File: src/rtl/msd_pkg.sv
// Shared types, codes and field widths of the mean and deviation block.
package msd_pkg;

    localparam int SAMPLE_W = 16;
    localparam int MEAN_W   = 24;
    localparam int STD_W    = 24;
    localparam int COUNT_W  = 13;
    localparam int STATUS_W = 2;

    typedef enum logic [STATUS_W-1:0] {
        STATUS_OK,
        STATUS_TOO_FEW,
        STATUS_TOO_MANY
    } status_t;

    typedef enum logic [2:0] {
        ST_ACCUM,
        ST_CHECK,
        ST_MEAN,
        ST_MUL_A,
        ST_MUL_B,
        ST_VAR,
        ST_ROOT
    } state_t;

    // Commands from the controller to the datapath
    typedef struct packed {
        logic    take;
        logic    mean_start;
        logic    mean_load;
        logic    mac_load_a;
        logic    mac_load_b;
        logic    mac_step;
        logic    mac_sub;
        logic    var_start;
        logic    sqrt_start;
        logic    result_load;
        status_t res_status;
    } msd_cmd_t;

    // Status from the datapath to the controller
    typedef struct packed {
        logic stage_last;
        logic overflow;
        logic too_few;
        logic div_busy;
        logic mac_busy;
        logic sqrt_busy;
    } msd_stat_t;

endpackage

File: src/rtl/msd_sample_if.sv
// Sample channel: valid/ready handshake with one sample and its last flag.
interface msd_sample_if
    import msd_pkg::*;
();
    logic                valid;
    logic                ready;
    logic [SAMPLE_W-1:0] sample;
    logic                last_sample;

    modport source (output valid, output sample, output last_sample, input ready);
    modport sink (input valid, input sample, input last_sample, output ready);
endinterface

File: src/rtl/msd_result_if.sv
// Result channel: valid/ready handshake with mean, deviation, count and status.
interface msd_result_if
    import msd_pkg::*;
();
    logic                valid;
    logic                ready;
    logic [MEAN_W-1:0]   mean;
    logic [STD_W-1:0]    std_dev;
    logic [COUNT_W-1:0]  sample_count;
    logic [STATUS_W-1:0] status;

    modport source (output valid, output mean, output std_dev, output sample_count,
                    output status, input ready);
    modport sink (input valid, input mean, input std_dev, input sample_count,
                  input status, output ready);
endinterface

File: src/rtl/msd_div.sv
// Restoring divider: one quotient bit per cycle.
module msd_div
    import msd_pkg::*;
#(
    parameter int NUM_W = 72,
    parameter int DEN_W = 26
)
(
    input  logic             clk,
    input  logic             rst_n,
    input  logic             start,
    input  logic [NUM_W-1:0] num,
    input  logic [DEN_W-1:0] den,
    output logic             busy,
    output logic [NUM_W-1:0] quo
);

    localparam int CNT_W = $clog2(NUM_W + 1);

    logic             busy_reg, busy_next;
    logic [CNT_W-1:0] cnt_reg, cnt_next;
    logic [NUM_W-1:0] quo_reg, quo_next;
    logic [DEN_W-1:0] rem_reg, rem_next;
    logic [DEN_W-1:0] den_reg, den_next;
    logic [DEN_W:0]   shifted;
    logic [DEN_W:0]   diff;
    logic             fits;

    // Trial subtract of the divisor from the shifted remainder
    assign shifted = {rem_reg, quo_reg[NUM_W-1]};
    assign fits    = shifted >= {1'b0, den_reg};
    assign diff    = shifted - {1'b0, den_reg};

    // Load on start, then shift one numerator bit in per cycle
    always_comb
    begin
        busy_next = busy_reg;
        cnt_next  = cnt_reg;
        quo_next  = quo_reg;
        rem_next  = rem_reg;
        den_next  = den_reg;
        if (start)
        begin
            busy_next = 1'b1;
            cnt_next  = CNT_W'(NUM_W);
            quo_next  = num;
            rem_next  = '0;
            den_next  = den;
        end
        else if (busy_reg)
        begin
            quo_next = {quo_reg[NUM_W-2:0], fits};
            rem_next = fits ? diff[DEN_W-1:0] : shifted[DEN_W-1:0];
            cnt_next = cnt_reg - CNT_W'(1);
            if (cnt_reg == CNT_W'(1))
            begin
                busy_next = 1'b0;
            end
        end
    end

    always_ff @(posedge clk or negedge rst_n)
    begin
        if (!rst_n)
        begin
            busy_reg <= 1'b0;
            cnt_reg  <= '0;
        end
        else
        begin
            busy_reg <= busy_next;
            cnt_reg  <= cnt_next;
        end
    end

    always_ff @(posedge clk)
    begin
        quo_reg <= quo_next;
        rem_reg <= rem_next;
        den_reg <= den_next;
    end

    assign busy = busy_reg;
    assign quo  = quo_reg;

endmodule

File: src/rtl/msd_sqrt.sv
// Digit-by-digit integer square root: one root bit per cycle.
module msd_sqrt
    import msd_pkg::*;
#(
    parameter int IN_W = 72
)
(
    input  logic                clk,
    input  logic                rst_n,
    input  logic                start,
    input  logic [IN_W-1:0]     radicand,
    output logic                busy,
    output logic [IN_W/2-1:0]   root
);

    localparam int RW    = IN_W / 2;
    localparam int CNT_W = $clog2(RW + 1);

    logic             busy_reg, busy_next;
    logic [CNT_W-1:0] cnt_reg, cnt_next;
    logic [IN_W-1:0]  rad_reg, rad_next;
    logic [RW-1:0]    root_reg, root_next;
    logic [RW+1:0]    rem_reg, rem_next;
    logic [RW+1:0]    rem_sh;
    logic [RW+1:0]    trial;
    logic             ge;

    // Bring down two radicand bits and try root*4+1
    assign rem_sh = {rem_reg[RW-1:0], rad_reg[IN_W-1:IN_W-2]};
    assign trial  = {root_reg, 2'b01};
    assign ge     = rem_sh >= trial;

    always_comb
    begin
        busy_next = busy_reg;
        cnt_next  = cnt_reg;
        rad_next  = rad_reg;
        root_next = root_reg;
        rem_next  = rem_reg;
        if (start)
        begin
            busy_next = 1'b1;
            cnt_next  = CNT_W'(RW);
            rad_next  = radicand;
            root_next = '0;
            rem_next  = '0;
        end
        else if (busy_reg)
        begin
            rad_next  = rad_reg << 2;
            root_next = {root_reg[RW-2:0], ge};
            rem_next  = ge ? (rem_sh - trial) : rem_sh;
            cnt_next  = cnt_reg - CNT_W'(1);
            if (cnt_reg == CNT_W'(1))
            begin
                busy_next = 1'b0;
            end
        end
    end

    always_ff @(posedge clk or negedge rst_n)
    begin
        if (!rst_n)
        begin
            busy_reg <= 1'b0;
            cnt_reg  <= '0;
        end
        else
        begin
            busy_reg <= busy_next;
            cnt_reg  <= cnt_next;
        end
    end

    always_ff @(posedge clk)
    begin
        rad_reg  <= rad_next;
        root_reg <= root_next;
        rem_reg  <= rem_next;
    end

    assign busy = busy_reg;
    assign root = root_reg;

endmodule

File: src/rtl/msd_datapath.sv
// Datapath: square stage, accumulators, serial multiplier, divider, root and result.
module msd_datapath
    import msd_pkg::*;
#(
    parameter int MAX_SAMPLES         = 4096,
    parameter int SAMPLE_BITS         = 16,
    parameter int EXTRA_FRACTION_BITS = 8
)
(
    input  logic                clk,
    input  logic                rst_n,
    input  msd_cmd_t            cmd,
    output msd_stat_t           stat,
    input  logic [SAMPLE_W-1:0] sample,
    input  logic                last_sample,
    output logic [MEAN_W-1:0]   mean,
    output logic [STD_W-1:0]    std_dev,
    output logic [COUNT_W-1:0]  sample_count,
    output logic [STATUS_W-1:0] status
);

    localparam int CW      = $clog2(MAX_SAMPLES + 1);
    localparam int SUM_W   = SAMPLE_BITS + $clog2(MAX_SAMPLES);
    localparam int SQ_W    = 2 * SAMPLE_BITS - 1 + $clog2(MAX_SAMPLES);
    localparam int PW      = CW + SQ_W;
    localparam int NUM_W   = PW + 2 * EXTRA_FRACTION_BITS;
    localparam int DEN_W   = 2 * CW;
    localparam int SQ_IN_W = NUM_W + (NUM_W % 2);
    localparam int RW      = SQ_IN_W / 2;
    localparam int QX_W    = NUM_W + MEAN_W;
    localparam int RX_W    = RW + STD_W;

    localparam logic [QX_W-1:0] MEAN_NEG_LIM = QX_W'(1) << (MEAN_W - 1);
    localparam logic [QX_W-1:0] MEAN_POS_LIM = MEAN_NEG_LIM - QX_W'(1);
    localparam logic [RX_W-1:0] STD_MAX      = (RX_W'(1) << STD_W) - RX_W'(1);

    logic signed [SAMPLE_BITS-1:0]   sx;
    logic signed [2*SAMPLE_BITS-1:0] sq_full;

    logic                          st_vld_reg, st_vld_next;
    logic                          st_last_reg;
    logic signed [SAMPLE_BITS-1:0] st_sx_reg;
    logic [2*SAMPLE_BITS-2:0]      st_sq_reg;

    logic signed [SUM_W-1:0] sum_reg, sum_next;
    logic [SQ_W-1:0]         sumsq_reg, sumsq_next;
    logic [CW-1:0]           count_reg, count_next;
    logic                    ovf_reg, ovf_next;

    logic [SUM_W-1:0] m_mag;
    logic             sum_neg;

    logic [PW-1:0]    mac_reg, mac_next;
    logic [PW-1:0]    mcand_reg, mcand_next;
    logic [SUM_W-1:0] mplier_reg, mplier_next;

    logic             div_start;
    logic [NUM_W-1:0] div_num;
    logic [DEN_W-1:0] div_den;
    logic [DEN_W-1:0] nn1;
    logic             div_busy;
    logic [NUM_W-1:0] div_quo;

    logic          sqrt_busy;
    logic [RW-1:0] sqrt_root;

    logic [QX_W-1:0]   quo_x;
    logic [MEAN_W-1:0] mean_mag;
    logic [MEAN_W-1:0] mean_val;
    logic [MEAN_W-1:0] mean_tmp_reg;
    logic [RX_W-1:0]   root_x;
    logic [STD_W-1:0]  std_val;

    logic [MEAN_W-1:0]  res_mean_reg;
    logic [STD_W-1:0]   res_std_reg;
    logic [COUNT_W-1:0] res_count_reg;
    status_t            res_status_reg;

    // Take the low sample bits as two's complement; wider samples zero-extend
    if (SAMPLE_BITS <= SAMPLE_W)
    begin : g_narrow
        assign sx = $signed(sample[SAMPLE_BITS-1:0]);
    end
    else
    begin : g_wide
        assign sx = $signed(SAMPLE_BITS'(sample));
    end

    assign sq_full = sx * sx;

    // Square stage: register the sample and its square
    assign st_vld_next = cmd.take;

    always_ff @(posedge clk or negedge rst_n)
    begin
        if (!rst_n)
        begin
            st_vld_reg <= 1'b0;
        end
        else
        begin
            st_vld_reg <= st_vld_next;
        end
    end

    always_ff @(posedge clk)
    begin
        if (cmd.take)
        begin
            st_last_reg <= last_sample;
            st_sx_reg   <= sx;
            st_sq_reg   <= sq_full[2*SAMPLE_BITS-2:0];
        end
    end

    // Accumulate, drop samples past the bound, clear once the result is loaded
    always_comb
    begin
        sum_next   = sum_reg;
        sumsq_next = sumsq_reg;
        count_next = count_reg;
        ovf_next   = ovf_reg;
        if (cmd.result_load)
        begin
            sum_next   = '0;
            sumsq_next = '0;
            count_next = '0;
            ovf_next   = 1'b0;
        end
        else if (st_vld_reg)
        begin
            if (count_reg >= CW'(MAX_SAMPLES))
            begin
                ovf_next = 1'b1;
            end
            else
            begin
                sum_next   = sum_reg + SUM_W'(st_sx_reg);
                sumsq_next = sumsq_reg + SQ_W'(st_sq_reg);
                count_next = count_reg + CW'(1);
            end
        end
    end

    always_ff @(posedge clk or negedge rst_n)
    begin
        if (!rst_n)
        begin
            sum_reg   <= '0;
            sumsq_reg <= '0;
            count_reg <= '0;
            ovf_reg   <= 1'b0;
        end
        else
        begin
            sum_reg   <= sum_next;
            sumsq_reg <= sumsq_next;
            count_reg <= count_next;
            ovf_reg   <= ovf_next;
        end
    end

    assign sum_neg = sum_reg[SUM_W-1];
    assign m_mag   = sum_neg ? SUM_W'(-sum_reg) : SUM_W'(sum_reg);

    // Shift-add multiplier: n*sumsq first, then subtract |sum|^2
    always_comb
    begin
        mac_next    = mac_reg;
        mcand_next  = mcand_reg;
        mplier_next = mplier_reg;
        if (cmd.mac_load_a)
        begin
            mac_next    = '0;
            mcand_next  = PW'(sumsq_reg);
            mplier_next = SUM_W'(count_reg);
        end
        else if (cmd.mac_load_b)
        begin
            mcand_next  = PW'(m_mag);
            mplier_next = m_mag;
        end
        else if (cmd.mac_step)
        begin
            if (mplier_reg[0])
            begin
                mac_next = cmd.mac_sub ? (mac_reg - mcand_reg) : (mac_reg + mcand_reg);
            end
            mcand_next  = mcand_reg << 1;
            mplier_next = mplier_reg >> 1;
        end
    end

    always_ff @(posedge clk)
    begin
        mac_reg    <= mac_next;
        mcand_reg  <= mcand_next;
        mplier_reg <= mplier_next;
    end

    // Shared divider: scaled |sum| / n, then scaled difference / (n*(n-1))
    assign nn1       = count_reg * (count_reg - CW'(1));
    assign div_start = cmd.mean_start | cmd.var_start;
    assign div_num   = cmd.var_start ? (NUM_W'(mac_reg) << (2 * EXTRA_FRACTION_BITS))
                                     : (NUM_W'(m_mag) << EXTRA_FRACTION_BITS);
    assign div_den   = cmd.var_start ? nn1 : DEN_W'(count_reg);

    msd_div #(
        .NUM_W (NUM_W),
        .DEN_W (DEN_W)
    ) u_div (
        .clk   (clk),
        .rst_n (rst_n),
        .start (div_start),
        .num   (div_num),
        .den   (div_den),
        .busy  (div_busy),
        .quo   (div_quo)
    );

    msd_sqrt #(
        .IN_W (SQ_IN_W)
    ) u_sqrt (
        .clk      (clk),
        .rst_n    (rst_n),
        .start    (cmd.sqrt_start),
        .radicand (SQ_IN_W'(div_quo)),
        .busy     (sqrt_busy),
        .root     (sqrt_root)
    );

    // Saturate the mean magnitude, then restore the sign
    assign quo_x = QX_W'(div_quo);

    always_comb
    begin
        if (sum_neg)
        begin
            mean_mag = (quo_x > MEAN_NEG_LIM) ? MEAN_W'(MEAN_NEG_LIM) : MEAN_W'(quo_x);
        end
        else
        begin
            mean_mag = (quo_x > MEAN_POS_LIM) ? MEAN_W'(MEAN_POS_LIM) : MEAN_W'(quo_x);
        end
    end

    assign mean_val = sum_neg ? MEAN_W'(~mean_mag + MEAN_W'(1)) : mean_mag;

    // Saturate the deviation
    assign root_x  = RX_W'(sqrt_root);
    assign std_val = (root_x > STD_MAX) ? STD_W'(STD_MAX) : STD_W'(root_x);

    // Hold the mean while the deviation is worked out; load the result
    always_ff @(posedge clk)
    begin
        if (cmd.mean_load)
        begin
            mean_tmp_reg <= mean_val;
        end
        if (cmd.result_load)
        begin
            res_count_reg  <= COUNT_W'(count_reg);
            res_status_reg <= cmd.res_status;
            if (cmd.res_status == STATUS_OK)
            begin
                res_mean_reg <= mean_tmp_reg;
                res_std_reg  <= std_val;
            end
            else
            begin
                res_mean_reg <= '0;
                res_std_reg  <= '0;
            end
        end
    end

    assign stat.stage_last = st_vld_reg & st_last_reg;
    assign stat.overflow   = ovf_reg;
    assign stat.too_few    = count_reg < CW'(2);
    assign stat.div_busy   = div_busy;
    assign stat.mac_busy   = mplier_reg != '0;
    assign stat.sqrt_busy  = sqrt_busy;

    assign mean         = res_mean_reg;
    assign std_dev      = res_std_reg;
    assign sample_count = res_count_reg;
    assign status       = res_status_reg;

endmodule

File: src/rtl/msd_ctrl.sv
// Controller: handshakes and the sequence of steps that closes each set.
module msd_ctrl
    import msd_pkg::*;
(
    input  logic      clk,
    input  logic      rst_n,
    input  logic      in_valid,
    output logic      in_ready,
    output logic      out_valid,
    input  logic      out_ready,
    input  msd_stat_t stat,
    output msd_cmd_t  cmd
);

    state_t state_reg, state_next;
    logic   out_valid_reg, out_valid_next;
    logic   ready;

    always_comb
    begin
        cmd            = '0;
        cmd.res_status = STATUS_OK;
        state_next     = state_reg;
        out_valid_next = out_valid_reg;
        ready          = 1'b0;

        // Drop the result once its transaction completes
        if (out_valid_reg && out_ready)
        begin
            out_valid_next = 1'b0;
        end

        unique case (state_reg)
            ST_ACCUM:
            begin
                ready    = !stat.stage_last;
                cmd.take = in_valid && ready;
                if (stat.stage_last)
                begin
                    state_next = ST_CHECK;
                end
            end
            ST_CHECK:
            begin
                // Wait for the result slot to free up
                if (!out_valid_reg)
                begin
                    if (stat.overflow)
                    begin
                        cmd.result_load = 1'b1;
                        cmd.res_status  = STATUS_TOO_MANY;
                        out_valid_next  = 1'b1;
                        state_next      = ST_ACCUM;
                    end
                    else if (stat.too_few)
                    begin
                        cmd.result_load = 1'b1;
                        cmd.res_status  = STATUS_TOO_FEW;
                        out_valid_next  = 1'b1;
                        state_next      = ST_ACCUM;
                    end
                    else
                    begin
                        cmd.mean_start = 1'b1;
                        state_next     = ST_MEAN;
                    end
                end
            end
            ST_MEAN:
            begin
                if (!stat.div_busy)
                begin
                    cmd.mean_load  = 1'b1;
                    cmd.mac_load_a = 1'b1;
                    state_next     = ST_MUL_A;
                end
            end
            ST_MUL_A:
            begin
                if (stat.mac_busy)
                begin
                    cmd.mac_step = 1'b1;
                end
                else
                begin
                    cmd.mac_load_b = 1'b1;
                    state_next     = ST_MUL_B;
                end
            end
            ST_MUL_B:
            begin
                if (stat.mac_busy)
                begin
                    cmd.mac_step = 1'b1;
                    cmd.mac_sub  = 1'b1;
                end
                else
                begin
                    cmd.var_start = 1'b1;
                    state_next    = ST_VAR;
                end
            end
            ST_VAR:
            begin
                if (!stat.div_busy)
                begin
                    cmd.sqrt_start = 1'b1;
                    state_next     = ST_ROOT;
                end
            end
            ST_ROOT:
            begin
                if (!stat.sqrt_busy)
                begin
                    cmd.result_load = 1'b1;
                    cmd.res_status  = STATUS_OK;
                    out_valid_next  = 1'b1;
                    state_next      = ST_ACCUM;
                end
            end
            default:
            begin
                state_next = ST_ACCUM;
            end
        endcase
    end

    always_ff @(posedge clk or negedge rst_n)
    begin
        if (!rst_n)
        begin
            state_reg     <= ST_ACCUM;
            out_valid_reg <= 1'b0;
        end
        else
        begin
            state_reg     <= state_next;
            out_valid_reg <= out_valid_next;
        end
    end

    assign in_ready  = ready;
    assign out_valid = out_valid_reg;

endmodule

File: src/rtl/mean_and_stddev.sv
// Throughput: one sample per cycle while a set accumulates (square stage, then accumulate).
// Closing a set: a short set or one over the bound gets its status result from the check
// once the result slot is free; otherwise the mean division, the two multiplier passes,
// the variance division and the root run in turn, on the bit-serial divider and root.
// Samples of the next set are taken while the previous result waits on the output.
// Asynchronous active-low reset clears accumulators, sequencer and output valid.
module mean_and_stddev
    import msd_pkg::*;
#(
    parameter int MAX_SAMPLES         = 4096,
    parameter int SAMPLE_BITS         = 16,
    parameter int EXTRA_FRACTION_BITS = 8
)
(
    input  logic        clk,
    input  logic        rst_n,
    msd_sample_if.sink  samples,
    msd_result_if.source stats
);

    msd_cmd_t  cmd;
    msd_stat_t stat;

    msd_ctrl u_ctrl (
        .clk       (clk),
        .rst_n     (rst_n),
        .in_valid  (samples.valid),
        .in_ready  (samples.ready),
        .out_valid (stats.valid),
        .out_ready (stats.ready),
        .stat      (stat),
        .cmd       (cmd)
    );

    msd_datapath #(
        .MAX_SAMPLES         (MAX_SAMPLES),
        .SAMPLE_BITS         (SAMPLE_BITS),
        .EXTRA_FRACTION_BITS (EXTRA_FRACTION_BITS)
    ) u_datapath (
        .clk          (clk),
        .rst_n        (rst_n),
        .cmd          (cmd),
        .stat         (stat),
        .sample       (samples.sample),
        .last_sample  (samples.last_sample),
        .mean         (stats.mean),
        .std_dev      (stats.std_dev),
        .sample_count (stats.sample_count),
        .status       (stats.status)
    );

endmodule

File: src/flat_wrapper.sv
// flat-port wrapper written by rule: the top's interface ports become plain ports
module mean_and_stddev_flat import msd_pkg::*;
#(
    parameter int MAX_SAMPLES         = 4096,
    parameter int SAMPLE_BITS         = 16,
    parameter int EXTRA_FRACTION_BITS = 8
)
  (clk, rst_n, samples_valid, samples_sample, samples_last_sample, samples_ready, stats_valid, stats_mean, stats_std_dev, stats_sample_count, stats_status, stats_ready);
  msd_sample_if samples_i ();
  msd_result_if stats_i ();
  input  logic clk;
  input  logic rst_n;
  input wire logic [$bits(samples_i.valid)-1:0] samples_valid;
  input wire logic [$bits(samples_i.sample)-1:0] samples_sample;
  input wire logic [$bits(samples_i.last_sample)-1:0] samples_last_sample;
  output wire logic [$bits(samples_i.ready)-1:0] samples_ready;
  output wire logic [$bits(stats_i.valid)-1:0] stats_valid;
  output wire logic [$bits(stats_i.mean)-1:0] stats_mean;
  output wire logic [$bits(stats_i.std_dev)-1:0] stats_std_dev;
  output wire logic [$bits(stats_i.sample_count)-1:0] stats_sample_count;
  output wire logic [$bits(stats_i.status)-1:0] stats_status;
  input wire logic [$bits(stats_i.ready)-1:0] stats_ready;
  assign samples_i.valid = samples_valid;
  assign samples_i.sample = samples_sample;
  assign samples_i.last_sample = samples_last_sample;
  assign samples_ready = samples_i.ready;
  assign stats_valid = stats_i.valid;
  assign stats_mean = stats_i.mean;
  assign stats_std_dev = stats_i.std_dev;
  assign stats_sample_count = stats_i.sample_count;
  assign stats_status = stats_i.status;
  assign stats_i.ready = stats_ready;
  mean_and_stddev #(.MAX_SAMPLES(MAX_SAMPLES), .SAMPLE_BITS(SAMPLE_BITS), .EXTRA_FRACTION_BITS(EXTRA_FRACTION_BITS)) u_core (.clk(clk), .rst_n(rst_n), .samples(samples_i), .stats(stats_i));
endmodule
File: config.mk
export PLATFORM = sky130hd
export DESIGN_NAME = mean_and_stddev_flat
export DESIGN_NICKNAME = d
export VERILOG_FILES = /design/src/rtl/msd_pkg.sv /design/src/rtl/msd_sample_if.sv /design/src/rtl/msd_result_if.sv /design/src/rtl/msd_div.sv /design/src/rtl/msd_sqrt.sv /design/src/rtl/msd_datapath.sv /design/src/rtl/msd_ctrl.sv /design/src/rtl/mean_and_stddev.sv /design/src/flat_wrapper.sv
export SDC_FILE = /design/constraint.sdc
export NUM_CORES = 2
export LEC_CHECK = 0
export BUFFER_PORTS_ARGS = -buffer_cell sky130_fd_sc_hd__buf_2
export CAP_MARGIN = 20
export CELL_PAD_IN_SITES_DETAIL_PLACEMENT = 1
export CELL_PAD_IN_SITES_GLOBAL_PLACEMENT = 1
export CORE_MARGIN = 5
export CORE_UTILIZATION = 46
export CTS_CLUSTER_DIAMETER = 60
export DETAILED_ROUTE_END_ITERATION = 6
export GPL_TIMING_DRIVEN = 0
export HOLD_SLACK_MARGIN = 0.05
export PLACE_DENSITY = 0.79
export SETUP_SLACK_MARGIN = 0.3
export SKIP_CTS_REPAIR_TIMING = 1
export SLEW_MARGIN = 15
export SYNTH_ARGS = -nofsm -noshare
export SYNTH_HDL_FRONTEND = slang
export SYNTH_SLANG_ARGS = --single-unit
File: constraint.sdc
create_clock -name clk -period 7.4 [get_ports clk]
set_input_delay 0.74 -clock clk [delete_from_list [all_inputs] [get_ports clk]]
set_output_delay 0.74 -clock clk [all_outputs]
set_load 0.02 [all_outputs]
After elaboration in Yosys (flattened, before gate mapping)
Index checks and enable logic that the tools add are counted.
Storage, ports and cells
  register bits after elaboration: 648
  logic and storage cells: 169
Cells by class
  add/subtract/negate cells: 12
  $mul: 2
  magnitude comparators: 7
  equal/unequal tests: 16
  muxes and demuxes: 80
  bitwise gates (word level): 4
  reduce and logical (&&, ||, !) cells: 17
Operators with widths (number)
  $mux 72: 5
  $mux 43: 6
  $mux 28: 6
  $mux 24: 5
  $gt 72x23->1 const B: 1
  $gt 72x24->1 const B: 1
  $mux 13: 5
  $add 56x56->56: 1
  $mux 56: 1
  $sub 56x56->56: 1
  $add 43x31->43: 1
  $ge 38x38->1: 1
  $gt 36x24->1 const B: 1
  $mux 3: 12
  $mux 36: 1
  $sub 36x36->36: 1
  $mul 16x16->31: 1
  $add 28x16->28: 1
  $neg 28->28: 1
  $reduce_bool 28->1: 1
  $ge 27x26->1: 1
  $mul 14x14->26: 1
  $mux 26: 1
  $sub 26x26->26: 1
  35 further kinds: 81

Longest topological paths before layout
  depth in word-level cells: 7
  depth in mapped cells: 35

By module
Synthesis repeated with hierarchy kept, for this count alone.
Second synthesis, totals
  cell total of the unflattened synthesis: 5629
  area, all modules: 53431.2 um^2
Modules (own cells, without submodules)
  msd_datapath: times used 1, cells each 4194, area an instance 37796.2 um^2, sequential area each 9509.1 um^2
  msd_sqrt: times used 1, cells each 832, area an instance 8410.6 um^2, sequential area each 3778.6 um^2
  msd_div: times used 1, cells each 558, area an instance 6835.3 um^2, sequential area each 3663.5 um^2
  msd_ctrl: times used 1, cells each 45, area an instance 389.1 um^2, sequential area each 100.1 um^2

Worst setup path after synthesis
No wires, ideal clock.
  kind: register -> register
  start: register u_core.u_datapath.count_reg[1]
  end: register u_core.u_datapath.u_div.den_reg[25] (data pin)
  setup time: 0.266 ns
  data arrival time: 7.927 ns
  data required time: 7.134 ns
  setup slack: -0.793 ns
  stages on the path, launching flop included: 34
  path buffers: 3
  period minus slack after synthesis: 8.193 ns
  cells stage by stage: dfrtp_1 -> clkbuf_1 -> clkinv_1 -> ha_1 -> inv_1 -> or4b_2 -> nor2_1 -> inv_1 -> or3_1 -> ha_1 -> buf_1 -> nand2b_1 -> fa_1 -> inv_1 -> fa_1 -> fa_1 -> fa_1 -> fa_1 -> inv_1 -> fa_1 -> inv_1 -> ha_1 -> clkbuf_1 -> a21o_1 -> a21oi_1 -> o21bai_1 -> a211oi_1 -> o21bai_1 -> a221oi_1 -> o21a_1 -> o21ai_0 -> a21o_1 -> xnor2_1 -> nor2_1
Between the ends
  cells in the longest elaborated chain, start to end: 2
RTL lines
  from (decl): line msd_datapath.sv:47  | logic [CW-1:0] count_reg, count_next;
  from (signal assigned): line msd_datapath.sv:158  | count_reg <= count_next;
  $sub 13x1->14: line msd_datapath.sv:202  | assign nn1 = count_reg * (count_reg - CW'(1));
  $mul 14x14->26 *: line msd_datapath.sv:202
  to (signal assigned): line msd_div.sv:80  | den_reg <= den_next;
  to (decl): line msd_div.sv:24  | logic [DEN_W-1:0] den_reg, den_next;
Every way passes the cells marked *; elsewhere a longest branch is shown, timed or not.
A chain may end at the register's enable or synchronous reset.

Worst setup path in the final report
Same ends and word-level chain as after synthesis.

==> results.md <==
- Top cell by count, worst path: fa_1
- Clock Latency Late Sink: 0.67 ns
- Reg2Reg Setup Slack: -0.62 ns
- FP Rows: around 120
- Yosys Warn Count: 0
- Critical path endpoint category: flop
- Ys flop type: edfxtp_1
- Violated checks: negative setup slack
- Pre-antenna DRT Iters: 6
- Max FO, Critical Path: 6
- CP startpoint kind: flop
- Final ANT Viol Nets: 0
- Commonest non-fill, non-tap cell in the layout: nand2_1
- NumNets Final: 6607
- Layout area overhead: 11.7%
- Outcome: complete, but fails checks
- GR Overflow Total: 0
- Die W: 345 um
- Leakage power: roughly 26 nW
- Slowest CP cell: fa_1
- Peak supply drop: 0.346 mV
- Fin. max-slew vios: 0
- Clock slew seen by the registers of the worst setup and hold paths: 0.06 ns
- Area post-placement: 0.0543 mm^2
- Synth async-reset ratio: 16.3%
- Clock skew: 0.0328 ns
- Initial core utilization: between 40% and 50%
- Commonest non-fill, non-tap cells in the layout: 759 x nand2_1, 548 x inv_1, 407 x nor2_1
- TritonCTS clock tree: done
- Worst hold path type: in2async
- GRT Total Usage: around a quarter
- Max-cap violations: 0
- Crit Path Category: reg2reg
- Core Util, Final: 51.5%
- Slew @ Worst Pin: 1.04 ns
- Worst setup margin: -0.618 ns
- HPWL Detailed: 127 mm
- Core Region: 0.112 mm^2
- Layout cells sized above 1: 7.08%
- Relative slew slack: between 20% and 30%
- Io pins: 86
- Number of synthesized flops with an enable pin: roughly 360
- Die H: approximately 350 um
- Vias in the first global route: 45500
- Final wirelength: 163 mm
- Slowest stage delay, CP: 0.57 ns
- Flops & latches, synth: around 650
- Fin area: 0.0577 mm^2
- Bufs on Longest Clock Path: 3
- WL per Instance: 22.0 um
- Cell count after synthesis: 5636
- Clk root buf: clkbuf_16
- Sequential area share after synthesis: 33.0%
- CTS buffer count: 80
- Input/output buffers: 85
- Power per cell area: 456 mW/mm^2
- Via count: about 43000
- GPL Wtd Cong: 0.918
- Final hold vios: 0
- Vias/cell: roughly 5.7
- Synth Net Count: 6397
- Synth cell types: 87
- # clock sinks: 646
- Mean Syn Cell Area: 9.16 um^2
- Crit path required time: 7.78 ns
- Period utilization: 108%
- H-tree level count: 3
- Setup TNS: -2.40 ns
- Initial antenna violation count: 2
- Mapped cell area: between 0.05 and 0.06 mm^2
- Total Power: 26.3 mW
- Hold slack: ~0.064 ns
- Setup repair after global routing missed its margin: true
- First-pass GRT wire length: 254 mm
- Die area: 0.119 mm^2
- Largest net degree at the start of global routing: 59
- DRT iter0 DRCs: just over 3000
- DRC: 0
- Worst EP arrival: approximately 8.4 ns
- Endpoints failing setup: 8
- Fmax: 0.125 GHz
- Period minus WS final: 8.02 ns
[per-layer routing]
layer	wire length [um]	track usage [%]	vias to the layer above	part of all wire, %
li1	-	-	19700	-
met1	68100	33.7	21300	42
met2	80100	46.2	1247	49
met3	8570	3.10	351	5.2
met4	6560	9.62	0	4.0
met5	0	0	-	0
[cell type report]
type	count	area [um^2]
Clock buffer	103	2240
Multi-Input combinational cell	4175	31900
Timing Repair Buffer	128	855
Fill cell	13000	54400
Sequential cell	646	17100
Antenna cell	2	5.00
Tap cell	1500	1880
Inverter	562	2150
Clock inverter	47	554
Buffer	253	1070
[worst max-delay path, delay by kind of cell (launching register included)]
kind / cells / cell delay (ns)
AOI/OAI and AO/OA: 9 / 1.61
xor gates and xnor gates: 1 / 0.16
adders and majority gates: 9 / 3.64
buffers and inverters: 9 / 0.71
DFF: 1 / 0.45
and+or+nand+nor: 5 / 1.18
[through the flow]
stage / setup WS, ns / instances
after global placement: -1.41 / 7221
final: -0.618 / 7416
after CTS: -1.60 / 7379
after global routing: -0.834 / 7414
after detailed placement: -1.52 / 7229
after floorplan: -0.0197 / 5636
[cells in the mapped netlist, types with 6 or more instances]
library cell,count,area (um^2)
xnor2_1,188,1650
dfrtp_1,105,2630
o21a_1,35,263
o31ai_1,25,188
o221ai_1,6,52.6
mux2i_1,76,761
and2_1,75,469
a22oi_1,20,150
nand4_1,40,250
o21bai_1,25,188
o21ai_0,344,1720
nor4_1,39,244
a31oi_1,35,219
nand3b_1,7,52.6
edfxtp_1,359,10800
xor2_1,125,1090
or3_1,34,213
a21oi_1,380,1900
nor3_1,62,310
dfxtp_1,182,3640
a21boi_0,6,45.0
or2_2,12,75.1
a221o_1,40,400
nor2_1,410,1540
or4_1,13,97.6
o22ai_1,9,56.3
nand3_1,84,420
inv_1,557,2090
a21o_1,126,946
clkbuf_1,226,848
nand2b_1,131,820
and4_1,10,87.6
nor2b_1,106,663
fa_1,366,7330
nor3b_1,11,82.6
a31o_2,8,70.1
o211ai_1,16,120
buf_1,22,82.6
and3_1,27,169
a211oi_1,42,315
ha_1,374,4680
o41ai_1,12,105
a211o_1,8,70.1
nand2_1,761,2860
[path summary, 6_finish.rpt]
path / cells past startpoint / end / from
setup / recovery: 33 / u_core.u_datapath.u_div.den_reg[25] / u_core.u_datapath.count_reg[1]
hold / removal: 1 / u_core.u_datapath.u_div.cnt_reg[1] / rst_n
setup reg to reg: 33 / u_core.u_datapath.u_div.den_reg[25] / u_core.u_datapath.count_reg[1]
hold reg to reg: 2 / u_core.u_datapath.mcand_reg[55] / u_core.u_datapath.mcand_reg[55]
max in group asynchronous: 2 / u_core.u_datapath.sumsq_reg[37] / rst_n
min in group clk: 1 / u_core.u_datapath.st_last_reg / samples_last_sample
[where the power goes]
group          switching (mW)  internal [mW]  total (mW)  leakage (nW)
Clock                    1.70           2.46        4.16          1.36
Sequential               1.00           5.42        6.42          6.25
Combinational            9.29           6.45        15.7          18.1
Total                    12.0           14.3        26.3          25.7
[logic make-up after synthesis]
kind of cell,Yosys count,synth area share (%)
compound gates,1196,14.3
xor+xnor,313,5.31
fa+ha+maj,740,23.3
buf+inv,815,5.94
flops,646,33.0
mux,78,1.52
simple gates,1848,16.7
No activity file was read; power rests on OpenSTA's default activity.
